===== src/design/npsrch_pkg.sv =====
// Shared constants and helpers for the next odd prime search block.
// Used by npsrch_div and next_odd_prime_search; no dependencies.

package npsrch_pkg;

	// Candidate width; the search stays within 1 .. 2^WIDTH-1
	localparam int WIDTH = 32;

	// Trial divisor width: holds the largest divisor, one odd step past sqrt(2^WIDTH)
	localparam int DIV_W = (WIDTH + 1) / 2 + 1;

	// Iteration counter width for the bit-serial divider
	localparam int CNT_W = $clog2(WIDTH + 1);

	// Width of the stream value fields
	localparam int DATA_W = 32;

	// First candidate: low WIDTH bits of the start value, forced odd
	function automatic logic [WIDTH-1:0] seed_cand(input logic [DATA_W-1:0] value);
		logic [WIDTH+DATA_W-1:0] ext;
		ext = {{WIDTH{1'b0}}, value};
		return ext[WIDTH-1:0] | WIDTH'(1);
	endfunction

	// Candidate reported on the 32-bit result field (truncated when WIDTH is wider)
	function automatic logic [DATA_W-1:0] cand_to_data(input logic [WIDTH-1:0] cand);
		logic [WIDTH+DATA_W-1:0] ext;
		ext = {{DATA_W{1'b0}}, cand};
		return ext[DATA_W-1:0];
	endfunction

endpackage


===== src/design/npsrch_div.sv =====
// Bit-serial restoring divider: one quotient bit per cycle.
// Depends on npsrch_pkg for WIDTH and CNT_W.

module npsrch_div (
	input  logic                          clk,
	input  logic                          arst_n,
	input  logic                          start,
	input  logic [npsrch_pkg::WIDTH-1:0]  dividend,
	input  logic [npsrch_pkg::WIDTH-1:0]  divisor,
	output logic                          done,
	output logic [npsrch_pkg::WIDTH-1:0]  quotient,
	output logic [npsrch_pkg::WIDTH-1:0]  remainder
);

	logic [npsrch_pkg::WIDTH-1:0] rem_q;
	logic [npsrch_pkg::WIDTH-1:0] quo_q;
	logic [npsrch_pkg::WIDTH-1:0] den_q;
	logic [npsrch_pkg::CNT_W-1:0] cnt_q;
	logic                         busy_q;
	logic                         done_q;
	logic [npsrch_pkg::WIDTH+1:0] trial;
	logic                         trial_neg;

	// Trial subtract of the divisor from the partial remainder with the next dividend bit
	assign trial     = {1'b0, rem_q, quo_q[npsrch_pkg::WIDTH-1]} - {2'b00, den_q};
	assign trial_neg = trial[npsrch_pkg::WIDTH+1];

	// Control: iteration count and completion pulse
	always_ff @(posedge clk or negedge arst_n) begin
		if (!arst_n) begin
			busy_q <= 1'b0;
			done_q <= 1'b0;
			cnt_q  <= '0;
		end else begin
			done_q <= 1'b0;
			if (start) begin
				busy_q <= 1'b1;
				cnt_q  <= npsrch_pkg::CNT_W'(npsrch_pkg::WIDTH);
			end else if (busy_q) begin
				cnt_q <= cnt_q - npsrch_pkg::CNT_W'(1);
				if (cnt_q == npsrch_pkg::CNT_W'(1)) begin
					busy_q <= 1'b0;
					done_q <= 1'b1;
				end
			end
		end
	end

	// Datapath: dividend shifts out of quo_q as quotient bits shift in
	always_ff @(posedge clk) begin
		if (start) begin
			rem_q <= '0;
			quo_q <= dividend;
			den_q <= divisor;
		end else if (busy_q) begin
			if (trial_neg) begin
				rem_q <= {rem_q[npsrch_pkg::WIDTH-2:0], quo_q[npsrch_pkg::WIDTH-1]};
				quo_q <= {quo_q[npsrch_pkg::WIDTH-2:0], 1'b0};
			end else begin
				rem_q <= trial[npsrch_pkg::WIDTH-1:0];
				quo_q <= {quo_q[npsrch_pkg::WIDTH-2:0], 1'b1};
			end
		end
	end

	assign done      = done_q;
	assign quotient  = quo_q;
	assign remainder = rem_q;

endmodule


===== src/design/next_odd_prime_search.sv =====
// Top level of the next odd prime search block.
// Depends on npsrch_pkg and npsrch_div.

// One start value and direction go in, one result comes out. The block walks
// odd candidates from the start value (low bit forced to one) in steps of two
// and tests each by trial division with odd divisors 3, 5, 7, ... up to the
// square root. Every trial division runs on the bit-serial divider: launch,
// divider iterations, decision. A candidate c costs up to about sqrt(c)/2
// divisions, and the search time is the sum over all candidates passed before
// the first prime. One item is worked on at a time; the next start value is
// taken once the current result sits in the output register. found clears and
// the start value is echoed when the search would wrap past 2^WIDTH-1 or
// drop below 1. The value 2 is never returned.

module next_odd_prime_search (
	input  logic        clk,
	input  logic        arst_n,
	input  logic        s_tvalid,
	output logic        s_tready,
	input  logic [31:0] s_tdata,   // [31:0] start_value
	input  logic [0:0]  s_tuser,   // [0] direction_down
	output logic        m_tvalid,
	input  logic        m_tready,
	output logic [31:0] m_tdata,   // [31:0] result_value
	output logic [0:0]  m_tuser    // [0] found
);

	localparam logic [2:0] ST_IDLE   = 3'd0;
	localparam logic [2:0] ST_CHECK  = 3'd1;
	localparam logic [2:0] ST_LAUNCH = 3'd2;
	localparam logic [2:0] ST_DIV    = 3'd3;
	localparam logic [2:0] ST_NEXT   = 3'd4;
	localparam logic [2:0] ST_DONE   = 3'd5;

	logic [2:0]                          state_q;
	logic [npsrch_pkg::WIDTH-1:0]        cand_q;
	logic [npsrch_pkg::DIV_W-1:0]        div_q;
	logic [npsrch_pkg::DATA_W-1:0]       start_q;
	logic                                down_q;
	logic                                found_q;
	logic                                m_tvalid_q;
	logic [npsrch_pkg::DATA_W-1:0]       m_tdata_q;
	logic                                m_found_q;

	logic                                div_start;
	logic                                div_done;
	logic [npsrch_pkg::WIDTH-1:0]        div_ext;
	logic [npsrch_pkg::WIDTH-1:0]        quotient;
	logic [npsrch_pkg::WIDTH-1:0]        remainder;
	logic                                in_xact;
	logic                                out_free;

	assign in_xact   = s_tvalid && s_tready;
	assign out_free  = !m_tvalid_q || m_tready;
	assign s_tready  = (state_q == ST_IDLE);
	assign div_start = (state_q == ST_LAUNCH);
	assign div_ext   = {{(npsrch_pkg::WIDTH - npsrch_pkg::DIV_W){1'b0}}, div_q};

	npsrch_div u_div (
		.clk       (clk),
		.arst_n    (arst_n),
		.start     (div_start),
		.dividend  (cand_q),
		.divisor   (div_ext),
		.done      (div_done),
		.quotient  (quotient),
		.remainder (remainder)
	);

	// Search sequencer
	always_ff @(posedge clk or negedge arst_n) begin
		if (!arst_n) begin
			state_q <= ST_IDLE;
		end else begin
			case (state_q)
				ST_IDLE: begin
					if (in_xact) state_q <= ST_CHECK;
				end
				ST_CHECK: begin
					// one is not prime: move on without dividing
					if (cand_q == npsrch_pkg::WIDTH'(1)) state_q <= ST_NEXT;
					else state_q <= ST_LAUNCH;
				end
				ST_LAUNCH: begin
					state_q <= ST_DIV;
				end
				ST_DIV: begin
					if (div_done) begin
						if (div_ext > quotient) state_q <= ST_DONE;
						else if (remainder == '0) state_q <= ST_NEXT;
						else state_q <= ST_LAUNCH;
					end
				end
				ST_NEXT: begin
					if (down_q && cand_q == npsrch_pkg::WIDTH'(1)) state_q <= ST_DONE;
					else if (!down_q && (&cand_q)) state_q <= ST_DONE;
					else state_q <= ST_CHECK;
				end
				ST_DONE: begin
					if (out_free) state_q <= ST_IDLE;
				end
				default: begin
					state_q <= ST_IDLE;
				end
			endcase
		end
	end

	// Candidate, divisor and outcome
	always_ff @(posedge clk) begin
		case (state_q)
			ST_IDLE: begin
				if (in_xact) begin
					start_q <= s_tdata;
					down_q  <= s_tuser[0];
					cand_q  <= npsrch_pkg::seed_cand(s_tdata);
				end
			end
			ST_CHECK: begin
				div_q <= npsrch_pkg::DIV_W'(3);
			end
			ST_DIV: begin
				if (div_done) begin
					if (div_ext > quotient) found_q <= 1'b1;
					else div_q <= div_q + npsrch_pkg::DIV_W'(2);
				end
			end
			ST_NEXT: begin
				if (down_q && cand_q == npsrch_pkg::WIDTH'(1)) found_q <= 1'b0;
				else if (!down_q && (&cand_q)) found_q <= 1'b0;
				else if (down_q) cand_q <= cand_q - npsrch_pkg::WIDTH'(2);
				else cand_q <= cand_q + npsrch_pkg::WIDTH'(2);
			end
			default: begin
			end
		endcase
	end

	// Output register
	always_ff @(posedge clk or negedge arst_n) begin
		if (!arst_n) begin
			m_tvalid_q <= 1'b0;
		end else if (state_q == ST_DONE && out_free) begin
			m_tvalid_q <= 1'b1;
		end else if (m_tready) begin
			m_tvalid_q <= 1'b0;
		end
	end

	always_ff @(posedge clk) begin
		if (state_q == ST_DONE && out_free) begin
			m_tdata_q <= found_q ? npsrch_pkg::cand_to_data(cand_q) : start_q;
			m_found_q <= found_q;
		end
	end

	assign m_tvalid   = m_tvalid_q;
	assign m_tdata    = m_tdata_q;
	assign m_tuser[0] = m_found_q;

endmodule


===== config.mk =====
export PLATFORM = sky130hd
export DESIGN_NAME = next_odd_prime_search
export DESIGN_NICKNAME = d
export VERILOG_FILES = /design/src/design/npsrch_pkg.sv /design/src/design/npsrch_div.sv /design/src/design/next_odd_prime_search.sv
export SDC_FILE = /design/constraint.sdc
export NUM_CORES = 1
export LEC_CHECK = 0
export ABC_AREA = 1
export ABC_CLOCK_PERIOD_IN_PS = 4100
export BUFFER_PORTS_ARGS = -buffer_cell sky130_fd_sc_hd__buf_2
export CORE_MARGIN = 5
export CORE_UTILIZATION = 40
export CTS_CLUSTER_SIZE = 24
export DETAILED_ROUTE_END_ITERATION = 8
export PLACE_DENSITY = 0.63
export SYNTH_ARGS = -nofsm -noshare
export SYNTH_HDL_FRONTEND = slang
export SYNTH_SLANG_ARGS = --single-unit

===== constraint.sdc =====
create_clock -name clk -period 4.1 [get_ports clk]
set_input_delay 0 -clock clk [delete_from_list [all_inputs] [get_ports clk]]
set_output_delay 0 -clock clk [all_outputs]
set_load 0.02 [all_outputs]

**Word level (Yosys, flattened, before mapping)**

Index checks and enable logic that the tools add are counted.

- Output and inout bits: 35
- RAM bits: 0
- Memories kept: 0
- Flip-flop bits (word level): 209
- Bits in read-only memories: 0
- Logic and storage cells: 93
- Bits of input ports: 37
- Bits in latches: 0

- Add/subtract/negate cells: 5
- Eq/ne operators: 15
- $lt $le $gt $ge: 1
- Reductions and logical operators: 20
- Shift-type cells: 0
- Bitwise gates (word level): 0
- Div/mod/pow operators: 0
- $mul: 0
- Muxes and demuxes: 37

Operator list:

| cell | count |
|---|---|
| 32-bit 2-to-1 mux | 8 |
| 32-bit one-hot mux with 2 select lines | 1 |
| 17-bit 2-to-1 mux | 2 |
| 17-bit one-hot mux with 2 select lines | 1 |
| 33-bit by 17-bit subtractor with 34-bit output | 1 |
| 32-bit by 2-bit adder with 32-bit output (second input constant) | 1 |
| 32-bit by 1-bit == test with 1-bit output (second input constant) | 1 |
| 17-bit by 32-bit > comparator with 1-bit output | 1 |
| 32-bit zero test | 1 |
| 32-bit AND reduction | 1 |
| 32-bit by 2-bit subtractor with 32-bit output (second input constant) | 1 |
| 3-bit 2-to-1 mux | 8 |
| 3-bit one-hot mux with 6 select lines | 1 |
| 17-bit by 2-bit adder with 17-bit output (second input constant) | 1 |
| 1-bit 2-to-1 mux | 13 |
| 6-bit 2-to-1 mux | 2 |
| 2-bit != test (second input constant) | 5 |
| 2-bit nonzero test | 5 |
| 4-bit AND reduction | 2 |
| 3-bit by 2-bit == test with 1-bit output (second input constant) | 2 |
| 3-bit == test (second input constant) | 2 |
| 6-bit by 1-bit == test with 1-bit output (second input constant) | 1 |
| 3-bit AND reduction | 2 |
| 6-bit by 1-bit subtractor with 6-bit output (second input constant) | 1 |
| other kinds (9) | 14 |

**Logic depth before layout (Yosys ltp)**

- Word-level depth: 5
- Mapped depth: 17
- Depth with buffers taken out: 17

**Hierarchy**

Synthesis repeated with hierarchy kept, for this count alone.

- Cell total of the unflattened synthesis: 1,874
- Area, all modules: 14,288.7 um^2

Modules (own cells, without submodules):

| module | cells an instance | area an instance (um^2) | sequential area each (um^2) | times used |
|---|---|---|---|---|
| next_odd_prime_search | 891 | 7,419.6 | 3,523.4 | 1 |
| npsrch_div | 983 | 6,869.1 | 2,762.6 | 1 |

**Least setup slack after synthesis**

No wires, ideal clock.

- Kind: register -> register
- Start point: register state_q[1]
- End point: register down_q, enable pin
- Path slack: 0.780 ns
- Setup time: 0.464 ns
- Path buffers: 0
- Stages on the path, launching flop included: 4
- Arrival: 2.855 ns
- Required time: 3.636 ns
- Clock period less this slack: 3.320 ns
- Path through: dfrtp_1 -> nor2_1 -> inv_1 -> nor3_1

- Longest elaborated chain between the ends: 3

Ends and longest elaborated chain:

| element | RTL line | RTL |
|---|---|---|
| from (decl) | next_odd_prime_search.sv:35 | `logic [2:0] state_q;` |
| from (signal assigned) | next_odd_prime_search.sv:73 | `state_q <= ST_IDLE;` |
| from (signal assigned) | next_odd_prime_search.sv:77 | `if (in_xact) state_q <= ST_CHECK;` |
| from (signal assigned) | next_odd_prime_search.sv:81 | `if (cand_q == npsrch_pkg::WIDTH'(1)) state_q <= ST_NEXT;` |
| 3-bit zero test * | next_odd_prime_search.sv:55, next_odd_prime_search.sv:111 |  |
| 1-bit logical AND | next_odd_prime_search.sv:53 | `assign in_xact = s_tvalid && s_tready;` |
| 2-bit AND reduction (no line) * | -- |  |
| to (signal assigned) | next_odd_prime_search.sv:115 | `down_q <= s_tuser[0];` |
| to (decl) | next_odd_prime_search.sv:39 | `logic down_q;` |

Every way passes the cells marked *; elsewhere a longest branch is shown, timed or not.
A chain may end at the register's enable or synchronous reset.

**Worst setup path after layout**

- Start point: register down_q
- End point: register cand_q[23] (netlist bit) (data pin)

- Longest elaborated chain between the ends: 4

Ends and longest elaborated chain:

| element | RTL line | RTL |
|---|---|---|
| 32-bit 2-to-1 mux | next_odd_prime_search.sv:131 | `else if (down_q) cand_q <= cand_q - npsrch_pkg::WIDTH'(2);` |
| 32-bit 2-to-1 mux | next_odd_prime_search.sv:130 | `else if (!down_q && (&cand_q)) found_q <= 1'b0;` |
| 32-bit 2-to-1 mux | next_odd_prime_search.sv:129 | `if (down_q && cand_q == npsrch_pkg::WIDTH'(1)) found_q <= 1'b0;` |
| 32-bit one-hot mux with 2 select lines | next_odd_prime_search.sv:111 | `case (state_q)` |
| to (signal assigned) | next_odd_prime_search.sv:116 | `cand_q <= npsrch_pkg::seed_cand(s_tdata);` |
| to (signal assigned) | next_odd_prime_search.sv:131 |  |
| to (signal assigned) | next_odd_prime_search.sv:132 | `else cand_q <= cand_q + npsrch_pkg::WIDTH'(2);` |
| to (decl) | next_odd_prime_search.sv:36 | `logic [npsrch_pkg::WIDTH-1:0] cand_q;` |

No other way between the ends. The select of a mux whose other input is x is not followed.

==> flow_summary.ini <==
[floorplan]
die_w_um = 187
core_sq_um = 30700
chipHeight_um = 187
io_pins = 72
start_util = 0.407
dieArea_sq_um = 34900
core.rowCount = 64

[setup_path]
cp-end-kind = flop
path_common_cell = nand2_1
cpPeakStageDelay_ns = 1.15
worstSetupPathType = reg -> reg
crit_fanout = 32
worstPathRequired_ns = 4.41
rrSetupSlack_ns = 0.93
reg2reg_depth = 12
arrival_ns = 3.48
path_cells = inv_1, fa_1, o21ai_2, nand2_1, nand2_1, nand3_1, nand2_1, nand3_1, nand2_1, nand2_1, nand3_1, nand2_1
worstReg2RegStart = down_q
r2r-end = cand_q[23]
cp-start-kind = flop
crit_path_top_delay_cell = edfxtp_1

[cts]
cts_tree = built
clk_path_buf_depth = 3
cts_resized = 0
cts_made_buffers = 24
h-tree-depth = 1
cts_root_buffer = clkbuf_16
clock-sinks = 206
cts.clk_slew.worst_paths_ns = 0.06
clk_latency_ns = 0.55

[placed_design]
io_buffers = 71
dp_hpwl_um = 24000
dp_slack_ns = 0.986
placed_area_sq_um = 13300
place_congestion = 0.896

[timing]
period_share = 0.773
fmax_mhz = 315
setup_tns_ns = 0
finalWorstSetupSlack_ns = 0.929
whs_ns = 0.175
slew_violations = 0
fin_crit_ns = 3.17
slew_headroom = 0.191
finalSetupViolCount = 0
hold_viol_final = 0
worst_clock_skew_ns = 0.0320
tightest_slew_ns = 1.21
rsz0062_at_grt = no

[global_route]
grt_util_all_layers = 0.177
grt_pass1_vias = 10500
grt_pass1_wl_um = 51700
grt_max_degree = 65
globalRouteOverflowTotal = 0
grt_antenna_before_repair = 0

[min_path]
hold_path_depth = 2
worstHoldPathType = in -> reg
min_to = down_q
min_from = s_tuser

[detailed_routing]
viasPerCell = 5.08
drt_pass1_iterations = 5
drt-total-wl_um = 31600
ant_nets = 0
drc = 0
drt_iter0_drc = 688
wl_per_cell_um = 15.2
via_count = 10500

[synth]
ys_ff_latch = 206
syn_nets = 1651
synth.area.top_cells = edfxtp_1, nand2_1, ha_1, inv_1, dfxtp_1
synthCells = 1548
synth_largest_area_cell = edfxtp_1
synth_area_sq_um = 12500
yosysTopAreaCellShare = 0.389
syn_area_per_cell_sq_um = 8.09
synth_ff_type = edfxtp_1
synth_edf_count = 162
yosys_warnings = 0
synthArstFlopShare = 0.0583
synthDistinctLibCells = 48
yosysSeqAreaShare = 0.464

[pwr]
power.total_mw = 10.8
power.internal_mw = 6.16
pwr-share-clk = 0.196
p_comb_frac = 0.468
netSwitchingPower_mw = 4.68
p_seq_frac = 0.336
power_density_nw_per_um2 = 751
leakage_nw = 6.48
p_sw_frac = 0.432
ir_worst_vdd_mv = 0.353

[run_status]
status = complete, no violations

[finish]
fillCellCount = 3030
final_area_sq_um = 14400
syn_to_final_growth_pct = 15.4
final_nets = 1760
drive_gt1_frac = 0.106

[run]
cap_viol_max_count = 0
-- placed cells by master, fill, tap and decap left out, drive strengths merged, types with 3 or more instances in the layout --
master	Yosys	routed
buf	8	80
nor3	40	40
nand3b	8	8
inv	201	201
xnor2	21	21
bufinv	0	3
clkbuf	26	32
o21a	3	3
dfxtp	32	32
o211ai	10	10
a21oi	86	86
clkinv	1	10
ha	64	64
edfxtp	162	162
xor2	6	6
nand3	95	95
nand2	451	451
nor2	120	120
o21ai	131	131
dlygate4sd3	0	37
nor4	7	7
or2	14	14
dfrtp	12	12
nand4	33	33
a21o	4	4
-- cell type report --
class                           instances  area (sq um)  share of cell area
Multi-Input combinational cell       1106          5810               0.402
Antenna cell                            1          2.50            0.000173
Inverter                              202           758              0.0525
Timing Repair Buffer                  117           793              0.0549
Sequential cell                       206          5810               0.402
Clock inverter                         12           154              0.0107
Clock buffer                           32           631              0.0437
Tap cell                              396           495              0.0343
-- synth_stat cells, drive strengths merged (14+ instances only) --
cell / number
nand3: 95
nor2: 120
ha: 64
edfxtp: 162
nand4: 33
inv: 201
xnor2: 21
o21ai: 131
dfxtp: 32
nor3: 40
a21oi: 86
or2: 14
nand2: 451
clkbuf: 26
-- worst max-delay path by stage --
stage	startpoint	to	slack, ns
finish	down_q	cand_q[23]	0.93
global route	down_q	cand_q[31]	0.65
CTS	down_q	cand_q[31]	0.96
detailed placement	down_q	cand_q[23]	0.99
global placement	down_q	cand_q[23]	1.04
floorplan	state_q[1]	down_q	0.78
-- sequential cells by signal (all words and copies together), names as in the netlist --
| signal | count |
|---|---|
| found_q | 1 |
| u_div.quotient | 32 |
| u_div.remainder | 32 |
| start_q | 32 |
| m_tdata | 32 |
| u_div.done | 1 |
| down_q | 1 |
| m_tuser | 1 |
| state_q | 3 |
| div_q | 16 |
| cand_q | 31 |
| u_div.busy_q | 1 |
| u_div.den_q | 16 |
| u_div.cnt_q | 6 |
| m_tvalid | 1 |
-- logic make-up (layout without fill, tap and decap cells) --
kind of cell | Yosys count | in the layout | share of synthesized area
adder cells (fa/ha/maj) | 66 | 66 | 0.0672
XOR/XNOR | 27 | 27 | 0.0189
AO/OA/AOI/OAI | 241 | 241 | 0.107
AND/OR/NAND/NOR | 772 | 772 | 0.270
flip-flops | 206 | 206 | 0.464
other | 0 | 1 | 0
buffers and inverters | 236 | 363 | 0.0737
-- stage by stage --
stage / utilization / std cells
after floorplan: - / 1548
after global placement: 0.432 / 1990
after detailed placement: 0.432 / 1990
after CTS: 0.470 / 2071
after global routing: 0.470 / 2071
final: 0.470 / 2072
-- routing by layer --
metal	part of all wire	GRT usage
met5	0	0
met4	0.026	0.0538
met3	0.033	0.0235
met2	0.50	0.320
met1	0.44	0.220
-- worst max-delay path, delay by kind of cell, from the launching register on --
family / cells / cell delay, ns
buffers and inverters: 1 / 0.20
DFF: 1 / 1.15
and+or+nand+nor: 9 / 0.81
adders and majority gates: 1 / 0.48
AOI/OAI and AO/OA: 1 / 0.28
-- power by group through the flow --
stage               logic, mW  registers (mW)  clock network [mW]
global placement         4.94            3.67                   0
floorplan                3.96            3.50                   0
CTS                      5.10            3.64                2.19
finish                   5.08            3.64                2.13
detailed placement       5.05            3.68                   0
global route             5.81            3.72                2.29
-- timing repair --
action | in CTS | in global routing
endpoints found under the hold margin | 80 | 0
hold buffers | 37 | 0
setup buffers | 0 | 0
No activity file was read; power rests on OpenSTA's default activity.
